## src/hdl/fcpu_pkg.sv

```systemverilog
// ============================================================================
// fcpu_pkg
// Shared types and constants for the flow constraint projection update.
// ============================================================================
package fcpu_pkg;

    localparam int DATA_WIDTH_DEF = 16;
    localparam int CFG_W          = 17;
    localparam int CFG_IDX_W      = 2;
    localparam int Q16_SHIFT      = 16;

    localparam logic [CFG_W-1:0]     Q16_ONE          = 17'h10000;
    localparam logic [CFG_IDX_W-1:0] REG_LEARN_RATE   = 2'd0;
    localparam logic [CFG_IDX_W-1:0] REG_BLEND_WEIGHT = 2'd1;

    // Control bits that travel down the divider with each word.
    typedef struct packed {
        logic valid;
        logic neg;
        logic zero;
    } t_div_ctl;

endpackage

```

## src/hdl/fcpu_div_stage.sv

```systemverilog
// ============================================================================
// fcpu_div_stage
// One restoring-division step: produces one quotient bit per stage.
// ============================================================================
module fcpu_div_stage #(
    parameter int NW = 47,
    parameter int DW = 33,
    parameter int SW = 64
) (
    input  logic               i_clk,
    input  logic               i_rst_n,
    input  logic               i_en,
    input  fcpu_pkg::t_div_ctl i_ctl,
    input  logic [DW:0]        i_rem,
    input  logic [NW-1:0]      i_num,
    input  logic [DW-1:0]      i_den,
    input  logic [SW-1:0]      i_side,
    output fcpu_pkg::t_div_ctl o_ctl,
    output logic [DW:0]        o_rem,
    output logic [NW-1:0]      o_num,
    output logic [DW-1:0]      o_den,
    output logic [SW-1:0]      o_side
);
    import fcpu_pkg::*;

    t_div_ctl      r_ctl;
    logic [DW:0]   r_rem;
    logic [NW-1:0] r_num;
    logic [DW-1:0] r_den;
    logic [SW-1:0] r_side;

    logic [DW:0] x;
    logic        ge;

    // The numerator shifts out at the top while quotient bits shift in below.
    always_comb begin
        x  = {i_rem[DW-1:0], i_num[NW-1]};
        ge = (x >= {1'b0, i_den});
    end

    always_ff @(posedge i_clk) begin
        if (!i_rst_n) begin
            r_ctl.valid <= 1'b0;
        end else if (i_en) begin
            r_ctl.valid <= i_ctl.valid;
        end
        if (i_en) begin
            r_ctl.neg  <= i_ctl.neg;
            r_ctl.zero <= i_ctl.zero;
            r_rem      <= ge ? (x - {1'b0, i_den}) : x;
            r_num      <= {i_num[NW-2:0], ge};
            r_den      <= i_den;
            r_side     <= i_side;
        end
    end

    assign o_ctl  = r_ctl;
    assign o_rem  = r_rem;
    assign o_num  = r_num;
    assign o_den  = r_den;
    assign o_side = r_side;

endmodule

```

## config.mk

```make
export PLATFORM = sky130hd
export DESIGN_NAME = fcpu_div_stage
export DESIGN_NICKNAME = d
export VERILOG_FILES = /design/src/hdl/fcpu_pkg.sv /design/src/hdl/fcpu_div_stage.sv
export SDC_FILE = /design/constraint.sdc
export NUM_CORES = 1
export LEC_CHECK = 0
export ABC_CLOCK_PERIOD_IN_PS = 7400
export BUFFER_PORTS_ARGS = -buffer_cell sky130_fd_sc_hd__buf_2
export CORE_AREA = 2 2 140 142
export CTS_CLUSTER_DIAMETER = 100
export CTS_CLUSTER_SIZE = 16
export DETAILED_ROUTE_END_ITERATION = 12
export DIE_AREA = 0 0 142 144
export HOLD_SLACK_MARGIN = 0.03
export PLACE_DENSITY = 0.83
export SKIP_CTS_REPAIR_TIMING = 1
export SKIP_LAST_GASP = 1
export SLEW_MARGIN = 30
export SYNTH_ARGS = -nofsm -noshare
export SYNTH_HDL_FRONTEND = slang
export SYNTH_SLANG_ARGS = --single-unit
```

## constraint.sdc

```tcl
create_clock -name i_clk -period 7.4 [get_ports i_clk]
set_clock_uncertainty 0.15 [all_clocks]
set_input_delay 1.48 -clock i_clk [delete_from_list [all_inputs] [get_ports i_clk]]
set_output_delay 1.48 -clock i_clk [all_outputs]
set_load 0.01 [all_outputs]
```

==> impl_metrics.ini <==
[floorplanning]
std_cell_rows = 51
core_area_sq_um = 19100
die_h_um = 144
die_area_sq_um = 20400
die_w_um = 142
initial_utilization_pct = 40.8
io_pins = 365

[clocking]
clkTransAtPathRegs_ns = 0.08
htreeDepth = 4
cts_root_buf = clkbuf_16
clk_path_buf_depth = 2
numCtsBuffers = 17
cts_tree = yes
clock_sinks = 181
insertion_delay_ns = 0.43

[logic_synthesis]
ys_seq_area_share_pct = 69.7
ys_types = 58
synth_edf_count = 180
synth_cells = 543
netlist_area_sq_um = 7780
yosysWarningCount = 0
synth-main-ff-cell = edfxtp_1
ys_async_sr_fraction_pct = 0
synth_area_per_cell_sq_um = 14.3
synth.ff_latch_count = 181
synth_nets = 761

[global_route]
grt_pass1_vias = 5669
antenna_found_initial = 7
grt_pass1_wl_mm = 32.8
grt_max_degree = 107
gr-total-overflow = 0
track_usage_pct = 21.9

[setup_path]
ff2ff_path_depth = 2
cpPeakStageDelay_ns = 0.42
rrSetupSlack_ns = 6.61
critPathCaptureType = flop
cp.required_ns = 7.52
path_cells = buf_2 -> inv_1 -> ha_1 -> inv_1 -> fa_1 -> a211oi_1 -> o21ai_0 -> o211ai_1 -> nand2_2 -> a31oi_4 -> o21ai_4 -> buf_4 -> nor4b_1 -> nor3_1
critical-path-top-delay-family = compound AO/OA/AOI/OAI gates
path_max_fanout = 27
critPathBufInv = 4
path_common_cell = inv_1
crit_arrival_ns = 4.27
slowest_stage = fa_1
critPathLaunchType = primary input
r2r-start = o_ctl[2]
critical_path_class = in2reg
r2r_end = o_ctl[2]

[place]
dpl.cell_count = 1131
place_congestion = 0.869
dpl.hpwl_mm = 18.1
portBuffers = 363

[power_and_ir_drop]
total_power_uw = 2640
power_density_nw_per_um2 = 252
leakage_uw = 0.00462
peakVddDrop_mv = 0.144

[hold_path]
min_to = o_ctl[2]
hold_depth = 2
hp-class = reg2reg
hp-start = o_ctl[2]

[timing]
slew_violations = 0
tns_ns = 0
rsz0062_at_grt = false
layout_min_cycle_time_ns = 4.16
max-slew-margin-rel_pct = 40.8
worstMarginPinSlew_ns = 0.888
period_share_pct = 56.2
hold_viol_final = 0
setup_viol = 0
max_freq_mhz = 241

[drt]
wire_per_inst_um = 20.5
dr.first_iter.drc_count = 286
remaining_drc_errors = 0
vias_per_cell = 5.14
num_vias = 5992
ant_nets = 0
first_pass_iters = 5
wl_mm = 23.9

[cells_and_area]
fin_util_pct = 55.0
stdcell_count = 1165
drive_gt1_share_pct = 44.7
synthToLayoutAreaGrowth_pct = 34.8
fill_cells = 1588
fin_nets = 1131

[flow_run]
maxCapViolations = 0

[run_status]
status = completed
## logic make-up (layout without fill, tap and decap cells)
group	count (synthesis)	in the layout	share of synthesized area, %
compound gates	134	134	11.5
fa+ha+maj	34	34	5.56
flops	181	181	69.7
buf+inv	54	437	2.80
xor+xnor	28	28	3.15
other cells	0	1	0
simple gates	104	104	6.11
mux	8	8	1.22
## worst max-delay path by stage
stage                          from  cells after the start        end  slack [ns]
after floorplan           i_num[46]                     12  o_rem[14]        3.45
after global placement    i_den[11]                     12  o_rem[28]        2.33
after detailed placement  i_den[11]                     12  o_rem[28]        2.30
after CTS                 i_den[11]                     12  o_rem[28]        2.75
after global routing      i_num[46]                     14  o_rem[28]        2.94
final                     i_num[46]                     14  o_rem[28]        3.24
## flip-flops by register name, indices dropped and copies added, names as in the netlist
register,flops
o_num,47
o_rem,34
o_ctl,3
o_side,64
o_den,33
## metrics by stage
stage | hold WS, ns | setup slack, ns | instance area (sq um)
floorplan | 0.388 | 3.45 | 7780
global placement | 0.388 | 2.33 | 9850
detailed placement | 0.393 | 2.30 | 9850
CTS | 0.412 | 2.75 | 10500
global route | 0.458 | 2.94 | 10500
finish | 0.413 | 3.24 | 10500
## synth_stat cells (3+ instances only)
library cell / instances / share of area (%)
o21a_1: 5 / 0.48
inv_1: 39 / 1.9
clkbuf_1: 10 / 0.48
edfxtp_1: 180 / 69
xnor2_1: 19 / 2.1
mux2_2: 4 / 0.58
a21o_1: 11 / 1.1
and3_1: 6 / 0.48
buf_2: 3 / 0.19
o21ai_1: 3 / 0.19
nand4_1: 5 / 0.40
nor2_1: 39 / 1.9
xor2_1: 9 / 1.0
nor3_1: 7 / 0.45
a21oi_1: 56 / 3.6
nand2_1: 25 / 1.2
o21bai_1: 3 / 0.29
a211oi_1: 6 / 0.58
o21ai_0: 23 / 1.5
nand3_1: 9 / 0.58
ha_1: 33 / 5.3
nor2b_1: 5 / 0.40
## power breakdown
group	internal (uW)	total, uW	switching, uW
Combinational	192	462	270
Clock	458	913	456
Sequential	1240	1260	23.2
Total	1890	2640	749
## layout by cell type (no fill, tap or decap), drive strengths merged, types with 4 or more instances in the layout
master  Yosys  layout
a31oi       4       4
and3        6       6
a21oi      57      57
nor3        7       7
nor2       39      39
buf         5     365
ha         33      33
nor2b       5       5
clkinv      0       8
nand2      26      26
inv        39      46
o21a        5       5
nand4       5       5
o21ai      27      27
edfxtp    180     180
clkbuf     10      18
nand3       9       9
a211oi      7       7
xor2        9       9
xnor2      19      19
a21o       11      11
mux2        6       6
## worst register-to-register path: stages (launching register included)
cell and delay [ns]:
dfxtp_1 0.36, mux2i_1 0.08, nor2b_1 0.14
## area by class of cell
class | count | area (sq um) | share of cell area [%]
inverter | 39 | 146 | 1.40
timing repair buffer | 366 | 1870 | 17.8
clock inverter | 15 | 179 | 1.71
multi-input combinational | 308 | 2140 | 20.4
tap | 238 | 298 | 2.84
antenna | 1 | 2.50 | 0.0239
clock buffer | 17 | 425 | 4.06
sequential | 181 | 5430 | 51.7
## per-layer routing
metal / global-route usage [%] / wire [um] / vias up
li1: - / - / 2790
met1: 26.5 / 9490 / 2861
met2: 36.3 / 11600 / 275
met3: 7.81 / 1950 / 52
met4: 7.89 / 724 / 14
met5: 0 / 120 / -
No activity file was read; power rests on OpenSTA's default activity.
