**config.mk**
```make
export PLATFORM = sky130hd
export DESIGN_NAME = fcpu_front
export DESIGN_NICKNAME = d
export VERILOG_FILES = /design/src/hdl/fcpu_pkg.sv /design/src/hdl/fcpu_front.sv
export SDC_FILE = /design/constraint.sdc
export NUM_CORES = 2
export LEC_CHECK = 0
export BUFFER_PORTS_ARGS = -buffer_cell sky130_fd_sc_hd__buf_2
export CAP_MARGIN = 20
export CORE_MARGIN = 3
export CORE_UTILIZATION = 40
export CTS_CLUSTER_DIAMETER = 100
export CTS_CLUSTER_SIZE = 8
export DETAILED_ROUTE_END_ITERATION = 8
export PLACE_DENSITY_LB_ADDON = 0.15
export SLEW_MARGIN = 10
export SYNTH_ARGS = -nofsm -noshare
export SYNTH_HDL_FRONTEND = slang
export SYNTH_SLANG_ARGS = --single-unit
```
**constraint.sdc**
```tcl
create_clock -name i_clk -period 13.8 [get_ports i_clk]
set_input_delay 0.69 -clock i_clk [delete_from_list [all_inputs] [get_ports i_clk]]
set_output_delay 0.69 -clock i_clk [all_outputs]
set_load 0.05 [all_outputs]
```
**src/hdl/fcpu_pkg.sv**
```systemverilog
// ============================================================================
// fcpu_pkg
// Shared types and constants for the flow constraint projection update.
// ============================================================================
package fcpu_pkg;

    localparam int DATA_WIDTH_DEF = 16;
    localparam int CFG_W          = 17;
    localparam int CFG_IDX_W      = 2;
    localparam int Q16_SHIFT      = 16;

    localparam logic [CFG_W-1:0]     Q16_ONE          = 17'h10000;
    localparam logic [CFG_IDX_W-1:0] REG_LEARN_RATE   = 2'd0;
    localparam logic [CFG_IDX_W-1:0] REG_BLEND_WEIGHT = 2'd1;

    // Control bits that travel down the divider with each word.
    typedef struct packed {
        logic valid;
        logic neg;
        logic zero;
    } t_div_ctl;

endpackage

```
**src/hdl/fcpu_front.sv**
```systemverilog
// ============================================================================
// fcpu_front
// Two stages: products, then numerator and divisor set up for the divider.
// ============================================================================
module fcpu_front #(
    parameter int W  = 16,
    parameter int NW = 47,
    parameter int DW = 33
) (
    input  logic                  i_clk,
    input  logic                  i_rst_n,
    input  logic                  i_en,
    input  logic                  i_valid,
    input  logic signed [W-1:0]   i_f_x,
    input  logic signed [W-1:0]   i_f_y,
    input  logic signed [W-1:0]   i_g_x,
    input  logic signed [W-1:0]   i_g_y,
    input  logic signed [W-1:0]   i_v,
    output fcpu_pkg::t_div_ctl    o_ctl,
    output logic [NW-1:0]         o_num,
    output logic [DW-1:0]         o_den,
    output logic [4*W-1:0]        o_side
);
    import fcpu_pkg::*;

    localparam int FB   = W - 4;
    localparam int PW   = 2 * W;
    localparam int NUMW = 2 * W + 2;
    localparam int AW   = NUMW - 1 + FB;

    logic                r_v1;
    logic signed [PW-1:0] r_fxgx, r_fygy;
    logic [PW-1:0]        r_gxgx, r_gygy;
    logic signed [W-1:0]  r_v;
    logic [4*W-1:0]       r_side1;

    t_div_ctl             r_ctl;
    logic [NW-1:0]        r_num;
    logic [DW-1:0]        r_den;
    logic [4*W-1:0]       r_side2;

    logic signed [NUMW-1:0] num;
    logic [NUMW-1:0]        mag;
    logic [PW-1:0]          nrm;
    logic [AW-1:0]          a;
    logic signed [PW-1:0]   sq_x, sq_y;

    assign sq_x = i_g_x * i_g_x;
    assign sq_y = i_g_y * i_g_y;

    always_ff @(posedge i_clk) begin
        if (!i_rst_n) begin
            r_v1 <= 1'b0;
        end else if (i_en) begin
            r_v1 <= i_valid;
        end
        if (i_en) begin
            r_fxgx  <= i_f_x * i_g_x;
            r_fygy  <= i_f_y * i_g_y;
            r_gxgx  <= sq_x;
            r_gygy  <= sq_y;
            r_v     <= i_v;
            r_side1 <= {i_f_x, i_f_y, i_g_x, i_g_y};
        end
    end

    always_comb begin
        num = (NUMW'(r_v) <<< FB) + NUMW'(r_fxgx) + NUMW'(r_fygy);
        mag = num[NUMW-1] ? (~num + 1'b1) : num;
        nrm = r_gxgx + r_gygy;
        a   = {mag[NUMW-2:0], {FB{1'b0}}};
    end

    // Rounded division is floor((2a + d) / 2d).
    always_ff @(posedge i_clk) begin
        if (!i_rst_n) begin
            r_ctl.valid <= 1'b0;
        end else if (i_en) begin
            r_ctl.valid <= r_v1;
        end
        if (i_en) begin
            r_ctl.neg  <= num[NUMW-1];
            r_ctl.zero <= (nrm == '0);
            r_num      <= NW'({a, 1'b0}) + NW'(nrm);
            r_den      <= {nrm, 1'b0};
            r_side2    <= r_side1;
        end
    end

    assign o_ctl  = r_ctl;
    assign o_num  = r_num;
    assign o_den  = r_den;
    assign o_side = r_side2;

endmodule

```
==> results.cfg <==
[run_status]
outcome = finished, final reports clean

[synth]
synthesis.nets = 6759
ys_warn_count = 0
synthFlopType = edfxtp_1
synth-async-reset-ratio_pct = 0
synth_area_um2 = 53100
synth_edf_count = 336
synth_seq_cells = 338
postSynthCellCount = 5222
syn_area_per_cell_um2 = 10.2
synth_seq_area_share_pct = 19.1
synth.distinct_cells = 81

[placement]
port_buffers = 229
dp_hpwl_um = 107000
globalplace.congestion = 0.852

[setup_path]
crit_required_ns = 14.18
cpMaxStageDelayCell = buf_2
worst_path_most_repeated_cell = fa_1
crit_fanout = 31
crit_type = in -> reg
cp-end-kind = flip-flop
crit_family = adder cells
timing.rr.start = r_fxgx[1]
crit_start = i_g_x[3]
start_kind = input port
max_stage_delay_ns = 0.63
path_buf_inv = 5
path_cells = buf_2 > inv_1 > nor2_1 > ha_1 > xor2_1 > fa_1 > fa_1 > inv_1 > fa_1 > fa_1 > inv_1 > fa_1 > inv_1 > ha_1 > and2_1 > a31o_2 > a311oi_1 > o21ai_0 > a2111o_1 > a31o_2 > a21oi_1 > o21bai_1 > a21oi_1 > xnor2_1
cp.arrival_ns = 8.09

[timing]
drv_slew = 0
finalCriticalPeriod_ns = 7.71
rsz0062_at_grt = no
worst_slew_pin_slew_ns = 1.14
setup_violations = 0
period_share_pct = 55.9
relSlewSlack_pct = 23.8
finalSetupTns_ns = 0
finalHoldViolCount = 0
clock_skew_ns = 0.0292
clock.fmax_mhz = 130

[layout]
final_cell_mix = inv_1 (1250), fa_1 (1012), nand2_1 (461)
area_growth_pct = 8.48
fin_util_pct = 43.7
n_fill_cell = 12900
drive_gt1_share_pct = 6.94
layout_commonest_cell = inv_1
nets = 6909

[floorplan]
start_util_pct = 40.3
dieHeight_um = 370
die_area_um2 = 137000
core_um2 = 132000
num_rows = 133
ioPinCount = 231
dieWidth_um = 370

[detailed_routing]
dr.pass1.iters = 5
remaining_drc_errors = 0
num_vias = 35200
routedWlPerCell_um = 18.8
drt_iter0_markers = 1880
drt_wl_total_um = 135000
vias_per_cell = 4.93
final_antenna_net_count = 0

[cts]
htree_levels = 2
cts_tree = yes
clk_latency_ns = 0.64
ctsHoldBuffers = 0
post_cts_buffers = 0
cts.sinks = 338
root_buffer = clkbuf_16
cts_made_buffers = 53
clk_pin_slew_worst_paths_ns = 0.05
cts_max_path_buffers = 3
ctsResizeCount = 0

[global_route]
grt_max_degree = 90
grtUsageTotal_pct = 20.3
grt_pass1_wl_um = 217000
overflow = 0
grt_pass1_vias = 38400
antenna_found_initial = 11

[min_path]
hold_path.startpoint = i_v[2]
hold_class = in -> reg

[flow_run]
drv_cap = 0
## metal layers
| layer | track usage [%] | wire, um | vias up |
|---|---|---|---|
| met3 | 2.47 | 6260 | 128 |
| met5 | 0 | 0 | - |
| met4 | 3.75 | 2150 | 0 |
| li1 | - | - | 16400 |
| met2 | 34.0 | 63500 | 682 |
| met1 | 28.6 | 62700 | 18100 |
## worst register-to-register path, delay by kind of cell, from the launching register on
family,cells,cell delay (ns)
AO/OA/AOI/OAI,15,4.17
adder cells (fa/ha/maj),4,1.40
AND/OR/NAND/NOR,4,0.83
buffers and inverters,3,0.39
flip-flops,1,0.36
XOR/XNOR,1,0.11
## stage by stage
stage,hold WS [ns],instances,cell area (um2),setup WS [ns]
2_1_floorplan,0.400,5222,53100,6.73
3_3_place_gp,0.400,7070,56000,5.61
3_5_place_dp,0.405,7071,56000,5.51
4_1_cts,0.187,7145,57600,6.17
5_1_grt,0.214,7146,57600,5.33
6_report,0.243,7149,57600,6.09
## synthesized netlist by cell type (all sizes together), types with 5 or more instances
library cell	n	share of area (%)
a21oi	142	1.3
xnor2	200	3.3
or3	13	0.16
xor2	67	1.1
o31ai	11	0.16
nor4	7	0.094
o2111ai	5	0.083
a31oi	13	0.18
a211oi	18	0.26
a21boi	8	0.11
o31a	5	0.083
o211ai	10	0.14
a21o	58	0.82
nand2	461	3.3
a311oi	5	0.083
o21ai	81	0.78
mux2i	7	0.13
and2	321	3.8
o21bai	25	0.35
or2	11	0.13
nand2b	38	0.45
nor3b	6	0.085
ha	441	10
a41o	5	0.094
nor2b	32	0.38
nor2	199	1.4
edfxtp	336	19
a31o	13	0.21
nor3	49	0.46
o41ai	8	0.13
nand3b	5	0.071
a41oi	7	0.12
clkbuf	160	1.1
a221oi	7	0.12
nand3	39	0.37
or4	11	0.16
inv	1250	8.8
nand4	16	0.19
buf	17	0.22
fa	1012	38
o21a	28	0.40
and3	20	0.24
## worst paths after layout
kind                              endpoint  depth (start not counted)  slack, ns
worst min-delay path                r_v[2]                          1       0.24
worst max-delay path            r_gxgx[30]                         24       6.09
worst max register to register   o_num[45]                         27       6.23
worst min register to register  o_side[61]                          0       0.40
## flip-flops by register name, summed over array words and instances (netlist names)
| signal | count |
|---|---|
| o_side | 64 |
| r_side1 | 62 |
| o_num | 47 |
| r_fxgx | 32 |
| r_fygy | 32 |
| r_gxgx | 31 |
| r_gygy | 31 |
| o_den | 19 |
| r_v | 16 |
| o_ctl | 3 |
| r_v1 | 1 |
## cell families after synthesis
kind of cell	share of synthesized area (%)
other cells	0.00707
compound gates	6.15
mux	0.132
fa+ha+maj	48.6
simple gates	11.4
flops	19.1
xor+xnor	4.41
buf+inv	10.2
## final cells by class
cell class / count / area (um2) / area share [%]
repair buffers: 272 / 1480 / 2.57
clock buffers: 63 / 1410 / 2.44
inverters: 1252 / 4700 / 8.16
multi-input cells: 3455 / 37500 / 65.2
flip-flops and latches: 338 / 10100 / 17.6
clock inverters: 11 / 126 / 0.220
diodes: 3 / 7.51 / 0.0130
well taps: 1755 / 2200 / 3.81
Power is left out: the tool's default activity adds up to more than one toggle a clock period on the data nets, which glitch-free logic cannot reach.
